--- config.mk ---
export PLATFORM = sky130hd
export DESIGN_NAME = chs_ctrl
export DESIGN_NICKNAME = d
export VERILOG_FILES = /design/src/hw/rtl/chs_pkg.sv /design/src/hw/rtl/chs_ctrl.sv
export SDC_FILE = /design/constraint.sdc
export NUM_CORES = 1
export LEC_CHECK = 0
export BUFFER_PORTS_ARGS = -buffer_cell sky130_fd_sc_hd__clkbuf_2
export CAP_MARGIN = 20
export CORE_AREA = 2 2 39 41
export CTS_BUF_LIST = sky130_fd_sc_hd__clkbuf_8 sky130_fd_sc_hd__clkbuf_16
export DETAILED_ROUTE_END_ITERATION = 8
export DIE_AREA = 0 0 41 43
export PLACE_DENSITY = 0.37
export SYNTH_ARGS = -nofsm -noshare
export SYNTH_HDL_FRONTEND = slang
export SYNTH_SLANG_ARGS = --single-unit
--- constraint.sdc ---
create_clock -name clk -period 1.35 [get_ports clk]
set_input_delay 0.2025 -clock clk [delete_from_list [all_inputs] [get_ports clk]]
set_output_delay 0.2025 -clock clk [all_outputs]
set_load 0.05 [all_outputs]
--- src/hw/rtl/chs_pkg.sv ---
// Shared types and constants for the chained hash key set.
// Holds command and status codes, controller states and the control/status structs.
// No dependencies.
package chs_pkg;

    // Field widths fixed by the item format.
    localparam int KEY_W     = 31;
    localparam int CMD_W     = 2;
    localparam int STATUS_W  = 2;
    localparam int IN_DATA_W = 40;
    localparam int OUT_DATA_W = 8;

    // Remainder unit: four key bits per step over a 32-bit padded key.
    localparam int MOD_DIGIT = 4;
    localparam int MOD_STEPS = 8;
    localparam int MOD_CNT_W = 3;

    // Default table geometry.
    localparam int DEF_NUM_BUCKETS     = 16;
    localparam int DEF_WAYS_PER_BUCKET = 8;

    // Command codes; the unused code is handled as a search.
    typedef enum logic [CMD_W-1:0] {
        CMD_INSERT = 2'd0,
        CMD_DELETE = 2'd1,
        CMD_SEARCH = 2'd2
    } cmd_t;

    // Result status codes.
    localparam logic [STATUS_W-1:0] STAT_OK        = 2'd0;
    localparam logic [STATUS_W-1:0] STAT_NOT_FOUND = 2'd1;
    localparam logic [STATUS_W-1:0] STAT_FULL      = 2'd2;

    // Controller states.
    typedef enum logic [2:0] {
        S_CLEAR,
        S_IDLE,
        S_MOD,
        S_READ,
        S_LOOKUP
    } state_t;

    // Commands from the controller to the datapath.
    typedef struct packed {
        logic clear;
        logic accept;
        logic mod_step;
        logic rd_en;
        logic commit;
    } ctl_t;

    // Status from the datapath to the controller.
    typedef struct packed {
        logic clear_done;
        logic mod_done;
        logic out_free;
    } sts_t;

endpackage

--- src/hw/rtl/chs_ctrl.sv ---
// Controller state machine of the chained hash key set.
// Sequences clearing, remainder steps, row read and lookup/commit. Uses chs_pkg.
module chs_ctrl
    import chs_pkg::*;
#(
    parameter int NUM_BUCKETS = DEF_NUM_BUCKETS
) (
    input  logic clk,
    input  logic rst_n,
    input  logic s_tvalid,
    output logic s_tready,
    input  sts_t sts,
    output ctl_t ctl
);

    localparam bit POW2 = (NUM_BUCKETS & (NUM_BUCKETS - 1)) == 0;

    state_t state_reg;
    state_t state_next;

    // State register.
    always_ff @(posedge clk or negedge rst_n)
    begin
        if (!rst_n)
        begin
            state_reg <= S_CLEAR;
        end
        else
        begin
            state_reg <= state_next;
        end
    end

    // Next state and commands.
    always_comb
    begin
        state_next = state_reg;
        ctl        = '0;
        s_tready   = 1'b0;
        case (state_reg)
            S_CLEAR:
            begin
                ctl.clear = 1'b1;
                if (sts.clear_done)
                begin
                    state_next = S_IDLE;
                end
            end
            S_IDLE:
            begin
                s_tready = 1'b1;
                if (s_tvalid)
                begin
                    ctl.accept = 1'b1;
                    // A power-of-two bucket count reads the row right away.
                    if (POW2)
                    begin
                        ctl.rd_en  = 1'b1;
                        state_next = S_LOOKUP;
                    end
                    else
                    begin
                        state_next = S_MOD;
                    end
                end
            end
            S_MOD:
            begin
                ctl.mod_step = 1'b1;
                if (sts.mod_done)
                begin
                    state_next = S_READ;
                end
            end
            S_READ:
            begin
                ctl.rd_en  = 1'b1;
                state_next = S_LOOKUP;
            end
            S_LOOKUP:
            begin
                // Hold the row until the output register can take the result.
                if (sts.out_free)
                begin
                    ctl.commit = 1'b1;
                    state_next = S_IDLE;
                end
            end
            default:
            begin
                state_next = S_CLEAR;
            end
        endcase
    end

endmodule

==> summary.txt <==
Floorplan
  • Die footprint: 1760 um2
  • Die Y: 43 um
  • Core Region: 1380 um2
  • Die X: 41 um
  • Rows: 14
  • Io pins: 12
  • Initial cell density of the core: 15.8%

Global routing
  • Initial antenna violation count: 0
  • First-pass GRT wire length: 1070 um
  • Total track usage: 9.37%
  • Largest net degree at the start of global routing: 8
  • Vias in the first global route: 258
  • Overflow after GRT: 0

Placement
  • Post-DP HPWL: 364 um
  • Placer congestion estimate: 0.753
  • Port bufs: 11

STA
  • Min Clock Period, post-route: 1370 ps
  • Worst-margin pin slew: 249 ps
  • RSZ-0062 raised after global routing: yes
  • Final setup viols: 1
  • Final WS setup: -22.0 ps
  • Peak Freq: 729 MHz
  • Setup_tns: -22.0 ps
  • Clk_skew: 1.19 ps
  • Fin. max-slew vios: 0
  • Period Utilization, post-route: 102%
  • Max_slew headroom: 83.5%
  • Hold Vio Cnt, Final: 0

Power and ir drop
  • Leakage power: 0.228 nW
  • Power consumption: 0.00114 W
  • Switching Fraction: 43.3%
  • Combinational Power Share: 62.3%
  • Internal power: 0.000645 W
  • Max VDD drop: 829 uV
  • Pwr/cell area: 2400 nW/um2
  • Clock power frac: 22.2%
  • Switching Power: 0.000492 W
  • Sequential share of power: 15.5%

Logic synthesis
  • Synth Area per Inst: 9.52 um2
  • Synthesized flop and latch total: 3
  • Synthesized cell area: 219 um2
  • Synth Instances: 23
  • Synthesized Nets: 29
  • Cell variety after synth: 15
  • Post-synthesis sequential area ratio: 34.3%
  • Syn. warnings: 0

Critical path
  • CP cell instances: nor2_4 > and3_4 > clkbuf_16
  • Worst r2r path cells: 4
  • Crit path max fanout: 7
  • Worst setup SP type: flip-flop
  • Worst setup EP type: output pin
  • Critical Path RT: 1150 ps
  • WP data arrival: 1170 ps
  • Worst path slowest cell: dfrtp_2
  • CP peak stage delay: 470 ps
  • Critical path class: flip-flop to output pin

Clock tree
  • Num CTS Buffers: 3
  • Max Root-Sink Buffers: 2
  • Htree depth: 1
  • CTS tree: built
  • Clk Latency, worst-skew pair: 210 ps
  • Clock-pin slew on the worst setup and hold paths: 30 ps
  • CTS Sinks: 3
  • Root buffer cell: clkbuf_8

Routing
  • Via count: 235
  • Residual DRC count: 0
  • Number of detailed-route iterations in the first pass: 1
  • Initial DRC Count: 0
  • Final wirelength: 590 um
  • Avg Vias per Cell: 3.85
  • DR WL/cell: 9.67 um
  • Antenna Nets Post-Route: 0

Layout
  • Commonest non-fill, non-tap cell in the layout: buf_4
  • Final-stage net count: 52
  • Most frequent cells in the layout: 10 x buf_4, 5 x clkbuf_2, 4 x clkbuf_8
  • Antenna diodes: 0
  • Share of cells above drive strength 1: 73.3%
  • Max reg flops: 3
  • Layout area overhead: 117%
  • Fill count: 158

Min path
  • Min-delay worst type: input port to flip-flop
  • Hold path depth: 2

Flow run
  • Max-cap violations: 0

Status
  • Failing checks: negative setup slack
  • Outcome: finished, violations left
cells by family after synthesis:
kind of cell	after synthesis	synth area share (%)
AO/OA/AOI/OAI	1	2.86
buffers and inverters	3	13.7
flip-flops	3	34.3
multiplexers	1	4.57
AND/OR/NAND/NOR	15	44.6
cell type report:
cell class,instances,area [um2],share of cell area (%)
timing repair buffer,21,186,39.3
clock inverter,1,3.75,0.792
tap,16,20.0,4.22
sequential,3,77.6,16.4
clock buffer,3,41.3,8.71
multi-input combinational,17,145,30.6
metrics by stage:
step                cell area, um2  hold slack, ps  utilization, %  instances  setup WS, ps
global placement               288           -1.04            20.8         49          61.0
finish                         474             215            34.3         61         -22.0
detailed placement             288           -1.14            20.8         49          55.9
global route                   474             230            34.3         61         -53.1
CTS                            457             209            33.0         60         -15.8
floorplan                      228           -93.1               -         23          -323
what timing repair did:
action / CTS / global route
endpoints found under the hold margin: 3 / 0
gates resized for setup: 16 / 4
buffers inserted: 6 / 1
hold buffers: 1 / 0
pin swaps: 1 / 0
setup endpoints to repair: 6 / 5
layer usage:
| metal | share of wire [%] | GRT usage (%) | vias up |
|---|---|---|---|
| met5 | 0 | 0 | - |
| met4 | 0 | 8.00 | 0 |
| met3 | 2.4 | 3.14 | 0 |
| met2 | 55 | 13.4 | 4 |
| met1 | 42 | 10.4 | 109 |
| li1 | - | - | 122 |
power groups by stage:
stage / Combinational [W] / Clock (W) / Sequential (W)
final: 0.000708 / 0.000252 / 0.000177
after global routing: 0.000755 / 0.000263 / 0.000182
after CTS: 0.000693 / 0.000260 / 0.000171
after detailed placement: 0.000500 / 0 / 0.000169
after global placement: 0.000498 / 0 / 0.000169
after floorplan: 0.000409 / 0 / 0.000155
worst max-delay path, delay by kind of cell, from the launching register on:
| family | cells | cell delay (ps) |
|---|---|---|
| buf+inv | 1 | 150 |
| flops | 1 | 470 |
| simple gates | 2 | 320 |
cells in the mapped netlist (all sizes together):
| master | count | share of area, % |
|---|---|---|
| nor2 | 4 | 6.9 |
| nand2b | 1 | 6.3 |
| o22ai | 1 | 2.9 |
| or3 | 1 | 2.9 |
| nor3 | 3 | 9.1 |
| nand2 | 1 | 1.7 |
| nor4bb | 1 | 4.6 |
| and2 | 1 | 2.9 |
| mux2i | 1 | 4.6 |
| nor3b | 2 | 6.9 |
| buf | 3 | 14 |
| and3 | 1 | 3.4 |
| dfrtp | 3 | 34 |
path summary, 6_finish.rpt:
path                               from           end  slack (ps)
setup / recovery           state_reg[1]        ctl[0]         -20
hold / removal                   sts[0]  state_reg[2]         210
setup reg to reg           state_reg[1]  state_reg[0]           0
hold reg to reg            state_reg[2]  state_reg[1]         580
max in group asynchronous         rst_n  state_reg[0]         910
min in group asynchronous         rst_n  state_reg[2]         320
No activity file was read; power rests on OpenSTA's default activity.
